File: src/design/awsp_pkg.sv
// ============================================================================
// awsp_pkg
// Types and fixed constants shared by the waveform span plotter modules.
// ============================================================================
package awsp_pkg;

    // Plot style codes.
    localparam logic [1:0] STYLE_DOT   = 2'd0;
    localparam logic [1:0] STYLE_LINE  = 2'd1;
    localparam logic [1:0] STYLE_SPIKE = 2'd2;

    // Configuration register indexes.
    localparam logic [1:0] REG_PLOT_STYLE  = 2'd0;
    localparam logic [1:0] REG_ORIENTATION = 2'd1;
    localparam logic [1:0] REG_AMP_SHIFT   = 2'd2;

    // Configuration reset values.
    localparam logic [1:0] RST_PLOT_STYLE  = STYLE_LINE;
    localparam logic       RST_ORIENTATION = 1'b0;
    localparam logic [1:0] RST_AMP_SHIFT   = 2'd2;

    // Sample midpoint and the lift applied to horizontal dots.
    localparam logic [7:0] CENTER   = 8'd128;
    localparam int         DOT_LIFT = 20;

    // Configuration as seen by the span logic.
    typedef struct packed {
        logic [1:0] plot_style;
        logic       orientation;
        logic [1:0] amplitude_shift;
    } t_cfg;

    // One sample word with the previous level of its channel attached.
    typedef struct packed {
        logic       channel;
        logic [7:0] sample;
        logic [8:0] position;
        logic [7:0] prev;
    } t_item;

    // One span command.
    typedef struct packed {
        logic       span_axis;
        logic [8:0] fixed_coord;
        logic [8:0] span_start;
        logic [8:0] span_end;
        logic [7:0] color_index;
    } t_span;

endpackage

File: src/design/awsp_in_stage.sv
// ============================================================================
// awsp_in_stage
// Input register and per-channel previous-level store.
// ============================================================================
module awsp_in_stage (
    input  logic              i_clk,
    input  logic              i_rst_n,
    input  logic              i_valid,
    input  logic              i_channel,
    input  logic [7:0]        i_sample,
    input  logic [8:0]        i_position,
    input  logic              i_sweep_start,
    input  logic              i_adv,
    output logic              o_ready,
    output logic              o_valid,
    output awsp_pkg::t_item   o_item
);
    import awsp_pkg::*;

    logic       r_vld;
    t_item      r_item;
    logic [7:0] r_prev [2];
    logic       w_accept;
    logic [7:0] w_prev;

    // The register is free when empty or when its word moves on this cycle.
    assign o_ready  = !r_vld || i_adv;
    assign w_accept = i_valid && o_ready;

    // A sweep start restarts the trace from the midpoint.
    assign w_prev = i_sweep_start ? CENTER : r_prev[i_channel];

    // Valid flag and previous levels; every accepted word updates its channel.
    always_ff @(posedge i_clk) begin
        if (!i_rst_n) begin
            r_vld    <= 1'b0;
            r_prev[0] <= CENTER;
            r_prev[1] <= CENTER;
        end else begin
            if (w_accept) begin
                r_vld              <= 1'b1;
                r_prev[i_channel]  <= i_sample;
            end else if (i_adv) begin
                r_vld <= 1'b0;
            end
        end
    end

    // Payload register.
    always_ff @(posedge i_clk) begin
        if (w_accept) begin
            r_item.channel  <= i_channel;
            r_item.sample   <= i_sample;
            r_item.position <= i_position;
            r_item.prev     <= w_prev;
        end
    end

    assign o_valid = r_vld;
    assign o_item  = r_item;

endmodule

File: src/design/awsp_span_calc.sv
// ============================================================================
// awsp_span_calc
// Span geometry: amplitude scaling, wrap once, clamp and order of the ends.
// ============================================================================
module awsp_span_calc #(
    parameter int SCREEN_WIDTH  = 320,
    parameter int SCREEN_HEIGHT = 200,
    parameter int BASELINE_ROW  = 199
) (
    input  awsp_pkg::t_item i_item,
    input  awsp_pkg::t_cfg  i_cfg,
    output awsp_pkg::t_span o_span
);
    import awsp_pkg::*;

    // Signed working width that holds every intermediate coordinate.
    localparam int CW = $clog2(SCREEN_WIDTH + SCREEN_HEIGHT + BASELINE_ROW + 1024) + 1;

    typedef logic signed [CW-1:0] t_val;

    localparam t_val W_V     = CW'(SCREEN_WIDTH);
    localparam t_val H_V     = CW'(SCREEN_HEIGHT);
    localparam t_val B_V     = CW'(BASELINE_ROW);
    localparam t_val HALF_V  = CW'(SCREEN_WIDTH / 2);
    localparam t_val LIFT_V  = CW'(DOT_LIFT);
    localparam t_val W_MAX_V = CW'(SCREEN_WIDTH - 1);
    localparam t_val H_MAX_V = CW'(SCREEN_HEIGHT - 1);
    localparam t_val ONE_V   = CW'(1);

    function automatic t_val f_clamp(t_val v, t_val hi);
        t_val r;
        if (v < 0) begin
            r = '0;
        end else if (v > hi) begin
            r = hi;
        end else begin
            r = v;
        end
        return r;
    endfunction

    logic [7:0] w_a8, w_b8, w_dv, w_dp, w_color;
    t_val       w_a, w_b, w_pos, w_col, w_row;
    t_val       w_ea, w_eb, w_size, w_fixed;
    t_val       w_wa, w_wb, w_ca, w_cb;
    logic       w_axis, w_wrap;

    // Scaled levels and distances from the midpoint.
    always_comb begin
        w_a8 = i_item.sample >> i_cfg.amplitude_shift;
        w_b8 = i_item.prev >> i_cfg.amplitude_shift;
        w_a  = CW'(w_a8);
        w_b  = CW'(w_b8);
        w_dv = i_item.sample[7] ? (i_item.sample - CENTER) : (CENTER - i_item.sample);
        w_dp = i_item.prev[7] ? (i_item.prev - CENTER) : (CENTER - i_item.prev);
    end

    // Sweep coordinates: the right channel sits half a screen further along.
    always_comb begin
        w_pos = CW'(i_item.position);
        w_col = f_clamp(i_item.channel ? ((w_pos + W_V) >>> 1) : (w_pos >>> 1), W_MAX_V);
        w_row = f_clamp(w_pos, H_MAX_V);
    end

    // Select the two raw ends and the screen size for the active style.
    always_comb begin
        w_axis  = 1'b0;
        w_fixed = w_col;
        w_size  = H_V;
        w_wrap  = 1'b1;
        w_color = i_item.sample;
        w_ea    = B_V - w_a;
        w_eb    = B_V - w_b;
        unique case (i_cfg.plot_style)
            STYLE_SPIKE: begin
                w_ea    = B_V - CW'(w_dv);
                w_eb    = B_V - CW'(w_dp);
                w_color = w_dv;
            end
            STYLE_DOT: begin
                w_wrap = 1'b0;
                if (i_cfg.orientation) begin
                    w_axis  = 1'b1;
                    w_fixed = w_row;
                    w_size  = W_V;
                    w_ea    = i_item.channel ? (HALF_V + w_a) : (HALF_V - w_a);
                end else begin
                    w_ea = B_V - w_a - LIFT_V;
                end
                w_eb = w_ea;
            end
            default: begin
                // Connected line; the unused code behaves the same.
                if (i_cfg.orientation) begin
                    w_axis  = 1'b1;
                    w_fixed = w_row;
                    w_size  = W_V;
                    w_ea    = i_item.channel ? (HALF_V + w_a) : (HALF_V - w_a);
                    w_eb    = i_item.channel ? (HALF_V + w_b) : (HALF_V - w_b);
                end
            end
        endcase
    end

    // Wrap once, except for dots, when both ends fall off the same side, then clamp.
    always_comb begin
        w_wa = w_ea;
        w_wb = w_eb;
        if (w_wrap && (w_wa >= w_size) && (w_wb >= w_size)) begin
            w_wa = w_wa - w_size;
            w_wb = w_wb - w_size;
        end
        if (w_wrap && (w_wa < 0) && (w_wb < 0)) begin
            w_wa = w_wa + w_size;
            w_wb = w_wb + w_size;
        end
        w_ca = f_clamp(w_wa, w_size - ONE_V);
        w_cb = f_clamp(w_wb, w_size - ONE_V);
    end

    // Order the ends and trim to the command fields.
    always_comb begin
        o_span.span_axis   = w_axis;
        o_span.fixed_coord = w_fixed[8:0];
        o_span.span_start  = (w_ca < w_cb) ? w_ca[8:0] : w_cb[8:0];
        o_span.span_end    = (w_ca < w_cb) ? w_cb[8:0] : w_ca[8:0];
        o_span.color_index = w_color;
    end

endmodule

File: src/design/audio_waveform_span_plotter_core.sv
// ============================================================================
// audio_waveform_span_plotter_core
// Turns stereo audio samples into span commands for a waveform display.
// ============================================================================
// Usage:
// Sample words enter on i_in_valid / o_in_ready with channel, sample,
// sweep position and sweep-start flag. Each word yields one span command
// on o_out_valid / i_out_ready: axis, fixed coordinate, ordered ends and
// a palette index. Style, orientation and amplitude shift are written
// through i_cfg_wr_en / i_cfg_idx / i_cfg_data; the user must do so only
// while the block is idle, which is not enforced. A word accepted is
// registered with its channel's previous level in the input register,
// then its command in the output register. Throughput is one word per
// cycle while the receiver keeps up, set by the two-register pipeline.
// Reset clears both valid flags, restores the default configuration and
// sets both previous levels to the midpoint. When the receiver stalls
// the output register holds its command, the input register takes one
// more word, and o_in_ready falls only when both are full.
// ============================================================================
module audio_waveform_span_plotter_core #(
    parameter int SCREEN_WIDTH  = 320,
    parameter int SCREEN_HEIGHT = 200,
    parameter int BASELINE_ROW  = 199
) (
    input  logic       i_clk,
    input  logic       i_rst_n,
    // Configuration write port.
    input  logic       i_cfg_wr_en,
    input  logic [1:0] i_cfg_idx,
    input  logic [1:0] i_cfg_data,
    // Sample channel.
    input  logic       i_in_valid,
    output logic       o_in_ready,
    input  logic       i_channel,
    input  logic [7:0] i_sample,
    input  logic [8:0] i_position,
    input  logic       i_sweep_start,
    // Span command channel.
    output logic       o_out_valid,
    input  logic       i_out_ready,
    output logic       o_span_axis,
    output logic [8:0] o_fixed_coord,
    output logic [8:0] o_span_start,
    output logic [8:0] o_span_end,
    output logic [7:0] o_color_index
);
    import awsp_pkg::*;

    logic [1:0] r_plot_style;
    logic       r_orientation;
    logic [1:0] r_amp_shift;
    logic       r_out_vld;
    t_span      r_out;
    t_cfg       w_cfg;
    t_item      w_item;
    t_span      w_span;
    logic       w_s1_vld;
    logic       w_adv;

    // Configuration registers.
    always_ff @(posedge i_clk) begin
        if (!i_rst_n) begin
            r_plot_style  <= RST_PLOT_STYLE;
            r_orientation <= RST_ORIENTATION;
            r_amp_shift   <= RST_AMP_SHIFT;
        end else if (i_cfg_wr_en) begin
            unique case (i_cfg_idx)
                REG_PLOT_STYLE:  r_plot_style  <= i_cfg_data;
                REG_ORIENTATION: r_orientation <= i_cfg_data[0];
                REG_AMP_SHIFT:   r_amp_shift   <= i_cfg_data;
                default: ;
            endcase
        end
    end

    assign w_cfg.plot_style      = r_plot_style;
    assign w_cfg.orientation     = r_orientation;
    assign w_cfg.amplitude_shift = r_amp_shift;

    // The output register takes a new word when empty or being drained.
    assign w_adv = !r_out_vld || i_out_ready;

    awsp_in_stage u_in_stage (
        .i_clk        (i_clk),
        .i_rst_n      (i_rst_n),
        .i_valid      (i_in_valid),
        .i_channel    (i_channel),
        .i_sample     (i_sample),
        .i_position   (i_position),
        .i_sweep_start(i_sweep_start),
        .i_adv        (w_adv),
        .o_ready      (o_in_ready),
        .o_valid      (w_s1_vld),
        .o_item       (w_item)
    );

    awsp_span_calc #(
        .SCREEN_WIDTH (SCREEN_WIDTH),
        .SCREEN_HEIGHT(SCREEN_HEIGHT),
        .BASELINE_ROW (BASELINE_ROW)
    ) u_span_calc (
        .i_item(w_item),
        .i_cfg (w_cfg),
        .o_span(w_span)
    );

    // Output valid flag.
    always_ff @(posedge i_clk) begin
        if (!i_rst_n) begin
            r_out_vld <= 1'b0;
        end else if (w_adv) begin
            r_out_vld <= w_s1_vld;
        end
    end

    // Output payload register.
    always_ff @(posedge i_clk) begin
        if (w_adv && w_s1_vld) begin
            r_out <= w_span;
        end
    end

    assign o_out_valid   = r_out_vld;
    assign o_span_axis   = r_out.span_axis;
    assign o_fixed_coord = r_out.fixed_coord;
    assign o_span_start  = r_out.span_start;
    assign o_span_end    = r_out.span_end;
    assign o_color_index = r_out.color_index;

endmodule

File: config.mk
export PLATFORM = sky130hd
export DESIGN_NAME = audio_waveform_span_plotter_core
export DESIGN_NICKNAME = d
export VERILOG_FILES = /design/src/design/awsp_pkg.sv /design/src/design/awsp_in_stage.sv /design/src/design/awsp_span_calc.sv /design/src/design/audio_waveform_span_plotter_core.sv
export SDC_FILE = /design/constraint.sdc
export NUM_CORES = 1
export LEC_CHECK = 0
export BUFFER_PORTS_ARGS = -buffer_cell sky130_fd_sc_hd__buf_2
export CORE_ASPECT_RATIO = 1.5
export CORE_MARGIN = 5
export CORE_UTILIZATION = 45
export CTS_BUF_LIST = sky130_fd_sc_hd__clkbuf_4 sky130_fd_sc_hd__clkbuf_8
export DETAILED_ROUTE_END_ITERATION = 12
export HOLD_SLACK_MARGIN = 0.08
export PLACE_DENSITY = 0.69
export REMOVE_ABC_BUFFERS = 1
export SLEW_MARGIN = 20
export SYNTH_ARGS = -nofsm -noshare
export SYNTH_HDL_FRONTEND = slang
export SYNTH_HIERARCHICAL = 1
export SYNTH_SLANG_ARGS = --single-unit
File: constraint.sdc
create_clock -name i_clk -period 20.7 [get_ports i_clk]
set_clock_uncertainty 0.2 [all_clocks]
set_input_delay 4.14 -clock i_clk [delete_from_list [all_inputs] [get_ports i_clk]]
set_output_delay 4.14 -clock i_clk [all_outputs]
set_load 0.03 [all_outputs]
==> results of run 1 <==
power groups by stage:
stage               combinational, mW  sequential (mW)  clock (mW)
finish                          0.301            0.219       0.125
floorplan                       0.208            0.240           0
global route                    0.330            0.221       0.135
detailed placement              0.296            0.223           0
CTS                             0.297            0.219       0.127
global placement                0.293            0.223           0
cell families (layout without fill, tap and decap cells):
family,Yosys count,after routing,share of synthesized area
xor gates and xnor gates,44,44,0.0460
muxes,75,75,0.0997
AOI/OAI and AO/OA,252,252,0.220
DFF,85,85,0.291
and+or+nand+nor,311,311,0.197
adders and majority gates,59,59,0.0864
other,2,4,0.000879
buffers and inverters,112,145,0.0599
how the worst max path moves through the flow:
stage	start	end	slack (ps)	cells after the start
6_report	r_amp_shift[1]	o_span_start[7]	8700	50
5_1_grt	r_amp_shift[1]	o_span_end[0]	7850	50
4_1_cts	r_amp_shift[1]	o_span_end[7]	8840	50
3_5_place_dp	r_amp_shift[1]	o_span_start[0]	8860	50
3_3_place_gp	r_amp_shift[1]	o_span_start[7]	9100	50
2_1_floorplan	r_amp_shift[0]	o_span_end[0]	9750	45
synth_stat cells, types with 14 or more instances:
| cell | number | area [sq um] |
|---|---|---|
| nor2_1 | 64 | 240 |
| ha_1 | 59 | 738 |
| o21ai_0 | 39 | 195 |
| inv_1 | 52 | 195 |
| nand3_1 | 22 | 110 |
| xnor2_1 | 33 | 289 |
| a21oi_1 | 44 | 220 |
| nor3_1 | 39 | 195 |
| a211oi_1 | 14 | 105 |
| mux2i_1 | 51 | 510 |
| edfxtp_1 | 78 | 2340 |
| a21o_1 | 14 | 105 |
| clkbuf_1 | 28 | 105 |
| nand2_1 | 66 | 248 |
| nor2b_1 | 16 | 100 |
critical path, delay by kind of cell, from the launching register on:
| kind | cells | cell delay (ps) |
|---|---|---|
| multiplexers | 6 | 1860 |
| XOR/XNOR | 2 | 280 |
| adder cells (fa/ha/maj) | 6 | 1840 |
| buffers and inverters | 3 | 550 |
| AO/OA/AOI/OAI | 20 | 4050 |
| AND/OR/NAND/NOR | 13 | 2670 |
| flip-flops | 1 | 320 |
flip-flops by register name, indices dropped and copies added, names as in the netlist:
register / cells
u_in_stage/o_valid: 1
u_in_stage/r_prev: 16
r_amp_shift: 2
r_plot_style: 2
o_span_axis: 1
o_fixed_coord: 9
r_orientation: 1
o_span_end: 9
u_in_stage/o_item: 26
o_span_start: 9
o_out_valid: 1
o_color_index: 8
through the flow:
step / area [sq um] / std cells / total power [mW]
CTS: 9160 / 1227 / 0.643
floorplan: 8250 / 886 / 0.449
finish: 9160 / 1227 / 0.645
global route: 9160 / 1227 / 0.685
detailed placement: 8950 / 1211 / 0.519
global placement: 8950 / 1211 / 0.516
metal layers:
metal,GRT usage,up-vias,wire (um),share of wire
li1,-,3623,-,-
met1,0.230,3554,8710,0.39
met2,0.380,252,11700,0.52
met3,0.0221,75,954,0.042
met4,0.116,0,1180,0.052
met5,0,-,0,0
cell type report:
| type | count | share of cell area |
|---|---|---|
| multi-input combinational | 745 | 0.607 |
| sequential | 85 | 0.271 |
| timing repair buffer | 73 | 0.0421 |
| tap | 252 | 0.0344 |
| inverter | 56 | 0.0230 |
| clock buffer | 9 | 0.0135 |
| clock inverter | 7 | 0.00861 |
==> impl_metrics.toml, run 1 <==
[placed_design]
portBuffers = 65
place.gp.congestion = 0.927
dp_hpwl_um = 17400
place_ws_ps = 8860

[floorplanning]
initial_core_util = 0.459
num_io_pins = 66
dieHeight_um = 179
die_w_um = 123
row_count = 61
core_sq_mm = 0.0186
dieArea_sq_mm = 0.0219

[route]
drt_iter0_markers = 530
wl_um = 22600
first_pass_iters = 6
post-route-drc-count = 0
ant_nets = 0
wl_per_cell_um = 18.4
routed_via_density = 6.12
vias = 7504

[timing]
relSlewSlack = 0.276
layout_setup_ws_ps = 8700
hold_ws_ps = 254
finalSetupTns_ps = 0
rsz0062_at_grt = "no"
min_period_ps = 12000
fin_crit_sh = 0.580
max_freq_mhz = 83.3
max_slew.worst_pin.slew_ps = 1080
finalMaxSlewViolations = 0
finalSetupViolCount = 0
finalHoldViolations = 0

[hold_path]
hold_class = "flip-flop to flip-flop"
hold_end = "o_out_valid"
hp-start = "u_in_stage/o_valid"
min_path_cells = 2

[run_status]
status = "finished clean"

[final_layout]
n_fill_cell = 1801
area_growth_pct = 7.16
final_cell_mix = "edfxtp_1 (78), nand2_1 (66), buf_2 (65), nor2_1 (64), ha_1 (59)"
drive_gt1_frac = 0.160
n_antenna_cell = 0
final_common_cell = "edfxtp_1"
regArea_sq_mm = 0.00248
multi_input_area_sq_mm = 0.00556
nets = 1057
final_util = 0.492

[clock_network]
cts_sinks = 85
worstSkewPairLatency_ps = 390
holdBufCountCts = 0
cts_setup_buffers = 0
cts_tree = "built"
clockBufferDepth = 2
clk_pin_slew_ps = 90
htree_levels = 3
cts_root_buf = "clkbuf_8"
cts_resized = 0
cts_made_buffers = 9

[power]
ir_drop_v = 0.0000500
power.share.clock = 0.194
internal-power_mw = 0.387
p_sw_frac = 0.400
p_sw_mw = 0.258
p_leak_nw = 3.64
p_per_area_mw_per_mm2 = 70.5
p_seq_frac = 0.340
combPwrFrac = 0.467

[global_routing]
grt_pass1_vias = 7109
grt_overflow_total = 0
grt_max_degree = 44
antenna_found_initial = 0
grt_pass1_wl_um = 36100
track_usage = 0.207

[setup_path]
rr_endpoint = "o_span_start[7]"
path_class = "flip-flop to flip-flop"
r2r-start = "r_amp_shift[1]"
cpMostUsedCell = "ha_1"
worstPathArrival_ps = 11940
r2r_slack_ps = 8700
startpoint_type = "flip-flop"
endpoint_kind = "flip-flop"
critPathMaxFanout = 43
crit_path_top_delay_cell = "nor4_2"
ff2ff_path_depth = 50
slowest_delay_ps = 560
worst_ep_required_time_ps = 20630

[synth]
synth-main-ff-cell = "edfxtp_1"
synth_area_sq_mm = 0.00854
avgSynthCellArea_sq_um = 9.09
synthArstFlopShare = 0
synth-edff-count = 78
yosysWarnings = 6
ys_ff_latch = 85
syn_inst = 940
ys_seq_area_frac = 0.291
yosysUniqueCellTypes = 106

[flow_run]
max_cap_violations = 0
(Power assumes the default switching activity.)
==> run 2: changes to the inputs <==
Clock period 20.7 ns to 12.5 ns, I/O delays scaled along.
==> run 2 against run 1 <==
  * Via count up 1.5%
  * Final area up 0.41%
  * First-iteration DRC count shrank 3.0%
  * Hold slack improved by 4.1 ps
  * Fmax up 2.8%
  * Core utilization is 0.20 points higher
  * Sequential cell count unchanged
  * Sequential share of layout area shrank 0.097 points
  * Die area did not move
  * Clock power up 65%
  * Register-to-register slack got worse by 7900 ps
  * Sequential power rose by 66%
  * Largest cell class unchanged
==> impl_metrics.toml, run 2 (synthesis gave the netlist of run 1 again) <==
[setup_path]
startpoint_type = "flip-flop"
critPathMaxFanout = 21
slowest_delay_ps = 640
worstPathArrival_ps = 11620
cpMostUsedCell = "ha_1"
crit_path_top_delay_cell = "or4_1"
worst_ep_required_time_ps = 12440
endpoint_kind = "flip-flop"
path_class = "flip-flop to flip-flop"

[power]
ir_drop_v = 0.0000854
p_per_area_mw_per_mm2 = 117
p_leak_nw = 3.66
finalPower_mw = 1.08

[final_layout]
n_antenna_cell = 0
nets = 1060
drive_gt1_frac = 0.166
n_fill_cell = 1802
largest_register_ffs = 26
final_common_cell = "edfxtp_1"
area_growth_pct = 7.60
final_cell_mix = "edfxtp_1 (78), nand2_1 (66), buf_2 (65), nor2_1 (64), ha_1 (59)"

[floorplanning]
dieHeight_um = 179
initial_core_util = 0.459
row_count = 61
num_io_pins = 66
core_sq_mm = 0.0186
die_w_um = 123
dieArea_sq_mm = 0.0219

[timing]
max_slew.worst_pin.slew_ps = 894
finalSetupTns_ps = 0
min_period_ps = 11680
fin_crit_sh = 0.935
finalMaxSlewViolations = 0
finalSetupViolCount = 0
rsz0062_at_grt = "no"
finalHoldViolations = 0
relSlewSlack = 0.404
max_freq_mhz = 85.6

[global_routing]
grt_overflow_total = 0
grt_pass1_vias = 7497
grt_max_degree = 37
track_usage = 0.212
antenna_found_initial = 0
grt_pass1_wl_um = 37000

[run_status]
status = "finished clean"

[clock_network]
worstSkewPairLatency_ps = 390
htree_levels = 3
clk_pin_slew_ps = 90
cts_setup_buffers = 0
clockBufferDepth = 2
cts_sinks = 85
cts_tree = "built"
holdBufCountCts = 0
cts_made_buffers = 9
cts_root_buf = "clkbuf_8"

[route]
ant_nets = 0
post-route-drc-count = 0
vias = 7619
drt_iter0_markers = 514
first_pass_iters = 5
wl_um = 22800
wl_per_cell_um = 18.6
routed_via_density = 6.19

[flow_run]
max_cap_violations = 0

[placed_design]
place.gp.congestion = 0.942
portBuffers = 65
dp_hpwl_um = 17900

[hold_path]
hold_class = "flip-flop to flip-flop"
==> run 2: cell count changes in the layout (fill, tap and decap cells not counted), sizes merged <==
cell,delta
buf,+3
==> run 2: final cells by class <==
cell class / count / area, sq um / share of cell area
inverter: 56 / 210 / 0.0229
tap: 252 / 315 / 0.0343
clock inverter: 7 / 78.8 / 0.00857
clock buffer: 9 / 124 / 0.0135
sequential: 85 / 2480 / 0.270
multi-input combinational: 745 / 5570 / 0.606
timing repair buffer: 76 / 408 / 0.0444
==> run 2: path summary, 6_finish.rpt <==
| kind | slack, ps | cells after the start | endpoint | from |
|---|---|---|---|---|
| max | 820 | 48 | o_span_end[7] | r_amp_shift[1] |
| min | 260 | 2 | o_out_valid | u_in_stage/o_valid |
| max reg2reg | 820 | 48 | o_span_end[7] | r_amp_shift[1] |
| min reg2reg | 260 | 2 | o_out_valid | u_in_stage/o_valid |
==> run 2: per-stage QoR <==
step / hold WS [ps] / std cells / worst slack [ps] / util / area [sq um]
global placement: 248 / 1214 / 790 / 0.482 / 8970
CTS: 261 / 1230 / 491 / 0.493 / 9180
finish: 258 / 1230 / 818 / 0.494 / 9190
global route: 313 / 1230 / 78.8 / 0.494 / 9190
detailed placement: 243 / 1214 / 529 / 0.482 / 8970
floorplan: 226 / 886 / 1550 / - / 8250
==> run 2: power by group <==
part	internal (mW)	switching (mW)	leakage (nW)
Sequential	0.347	0.0159	0.813
Combinational	0.200	0.306	2.75
Clock	0.0947	0.111	0.0998
Total	0.642	0.433	3.66
==> run 2: routing by layer <==
metal | vias up | share of wire | track usage
li1 | 3637 | - | -
met1 | 3607 | 0.37 | 0.223
met2 | 268 | 0.52 | 0.387
met3 | 107 | 0.045 | 0.0325
met4 | 0 | 0.064 | 0.140
met5 | - | 0 | 0
==> run 2: repair_timing <==
| item | CTS | global route |
|---|---|---|
| hold endpoints to repair | 0 | 0 |
| setup endpoints to repair | 0 | 18 |
| resized for setup | 0 | 4 |
==> run 2: critical path, delay by kind of cell (launching register included) <==
| kind | cells | cell delay [ps] |
|---|---|---|
| simple gates | 13 | 2620 |
| fa+ha+maj | 6 | 1840 |
| buf+inv | 2 | 150 |
| compound gates | 20 | 4410 |
| flops | 1 | 620 |
| xor+xnor | 2 | 230 |
| mux | 5 | 1340 |
==> run 3: changes to the inputs <==
Settings changed: ABC_AREA set to 1.
==> run 3 against run 2 <==
  * Synthesized cell count grew 13%
  * Sequential share of layout area rose by 2.8 points
  * Critical path depth rose by 3
  * Highest routed layer unchanged
==> impl_metrics.toml, run 3 <==
[clock_network]
clk_pin_slew_ps = 90
cts_resized = 0
cts_root_buf = "clkbuf_8"
cts_sinks = 85
htree_levels = 3
worstSkewPairLatency_ps = 370
cts_setup_buffers = 0
holdBufCountCts = 0
clockBufferDepth = 2
cts_made_buffers = 9
cts_tree = "built"

[setup_path]
worstPathArrival_ps = 8880
rr_endpoint = "o_span_start[0]"
cpMostUsedCell = "nand2_1"
ff2ff_path_depth = 51
slowest_delay_ps = 700
critPathMaxFanout = 19
startpoint_type = "flip-flop"
worst_ep_required_time_ps = 12440
crit_cells = 51
path_class = "flip-flop to flip-flop"
crit_buf_inv = 8
r2r-start = "r_amp_shift[0]"
endpoint_kind = "flip-flop"
r2r_slack_ps = 3560
cp_top_family = "simple AND/OR/NAND/NOR gates"
crit_path_top_delay_cell = "dfxtp_1"

[placed_design]
place.gp.congestion = 0.950
portBuffers = 65
placed_area_sq_mm = 0.00811
dp.cells = 1319
dp_hpwl_um = 15900

[hold_path]
hold_class = "flip-flop to flip-flop"
hold_end = "o_color_index[0]"
hp-start = "u_in_stage/o_item[17]"
min_path_cells = 0

[final_layout]
multi_input_area_sq_mm = 0.00447
largest_register_ffs = 26
final_util = 0.499
nets = 1208
fin_area_sq_mm = 0.00833
n_antenna_cell = 0
fin_cells = 1336
final_cell_mix = "nand2_1 (276), inv_1 (120), nand3_1 (114), nor2_1 (101), edfxtp_1 (78)"
drive_gt1_frac = 0.145
area_growth_pct = 9.65
n_fill_cell = 1708
regArea_sq_mm = 0.00248
final_common_cell = "nand2_1"

[timing]
min_period_ps = 8940
finalSetupTns_ps = 0
finalSetupViolCount = 0
max_freq_mhz = 112
relSlewSlack = 0.561
max_slew.worst_pin.slew_ps = 658
finalMaxSlewViolations = 0
rsz0062_at_grt = "no"
fin_crit_sh = 0.715
finalHoldViolations = 0

[power]
p_per_area_mw_per_mm2 = 133
finalPower_mw = 1.10
p_leak_nw = 4.04
ir_drop_v = 0.0000854

[route]
wl_per_cell_um = 14.7
drt_iter0_markers = 547
vias = 7211
first_pass_iters = 6
post-route-drc-count = 0
wl_um = 19600
routed_via_density = 5.40
ant_nets = 0

[global_routing]
met2_usage = 0.401
grt_overflow_total = 0
grt_pass1_vias = 6961
grt_use_met3 = 0.0268
antenna_found_initial = 0
grt_max_degree = 37
track_usage = 0.202
grt_pass1_wl_um = 31800
gr-max-usage-layer = "met2"
use_met1 = 0.195

[synth]
ys_seq_area_frac = 0.327
synth-edff-count = 78
synthArstFlopShare = 0
avgSynthCellArea_sq_um = 7.17
yosysUniqueCellTypes = 57
syn_inst = 1059
synthTopCellsByCount = "nand2_1 (276), inv_1 (120), nand3_1 (114)"
synth_most_common_cell = "nand2_1"
yosysWarnings = 6
synth-main-ff-cell = "edfxtp_1"
synth_top_area_frac = 0.308
ys_ff_latch = 85
synth_area_leader_cell = "edfxtp_1"
synth_area_leaders = "edfxtp_1 (31%), nand2_1 (14%), ha_1 (9.7%)"
synth_area_sq_mm = 0.00760

[flow_run]
max_cap_violations = 0

[floorplanning]
core_sq_mm = 0.0167
dieArea_sq_mm = 0.0196
initial_core_util = 0.455
dieHeight_um = 169
row_count = 58
num_io_pins = 66
die_w_um = 116

[run_status]
status = "finished clean"
run 3: how the worst max path moves through the flow:
stage	start	end	slack [ps]
final	r_amp_shift[0]	o_span_start[0]	3560
after global routing	r_amp_shift[0]	o_span_start[0]	2730
after CTS	r_amp_shift[0]	o_span_start[0]	3590
after detailed placement	r_amp_shift[0]	o_span_end[5]	3600
after global placement	r_amp_shift[0]	o_span_start[8]	3750
after floorplan	r_amp_shift[1]	o_span_end[0]	4410
run 3: layer usage:
metal | wire, um | share of wire | up-vias
met4 | 994 | 0.051 | 0
met5 | 0 | 0 | -
met3 | 802 | 0.041 | 67
li1 | - | - | 3668
met2 | 10700 | 0.55 | 193
met1 | 7070 | 0.36 | 3283
run 3: where the power goes:
part,leakage [nW],internal (mW),switching [mW],total (mW)
clock,0.101,0.0945,0.108,0.203
sequential,0.817,0.349,0.0133,0.363
combinational,3.12,0.180,0.359,0.539
run 3: final cells by class:
type                       instances  share of cell area
multi-input combinational        817               0.537
sequential                        85               0.298
inverter                         134              0.0611
timing repair buffer              74              0.0496
tap                              210              0.0315
clock buffer                      10              0.0158
clock inverter                     6             0.00736
run 3: worst register-to-register path, delay by kind of cell, from the launching register on:
| kind | cells | cell delay, ps |
|---|---|---|
| and+or+nand+nor | 23 | 2970 |
| AOI/OAI and AO/OA | 15 | 2500 |
| buffers and inverters | 8 | 1150 |
| adders and majority gates | 4 | 1010 |
| DFF | 1 | 700 |
| xor gates and xnor gates | 1 | 180 |
run 3: cells by family after synthesis:
| kind of cell | Yosys count | synth area share |
|---|---|---|
| AO/OA/AOI/OAI | 159 | 0.121 |
| XOR/XNOR | 15 | 0.0173 |
| adder cells (fa/ha/maj) | 59 | 0.0972 |
| buffers and inverters | 159 | 0.0873 |
| flip-flops | 85 | 0.327 |
| multiplexers | 1 | 0.00132 |
| other | 2 | 0.000989 |
| AND/OR/NAND/NOR | 579 | 0.348 |
run 3: metrics by stage:
step	hold WS [ps]	setup slack (ps)
after CTS	321	3590
after floorplan	250	4410
final	302	3560
after detailed placement	288	3600
after global placement	272	3750
after global routing	328	2730
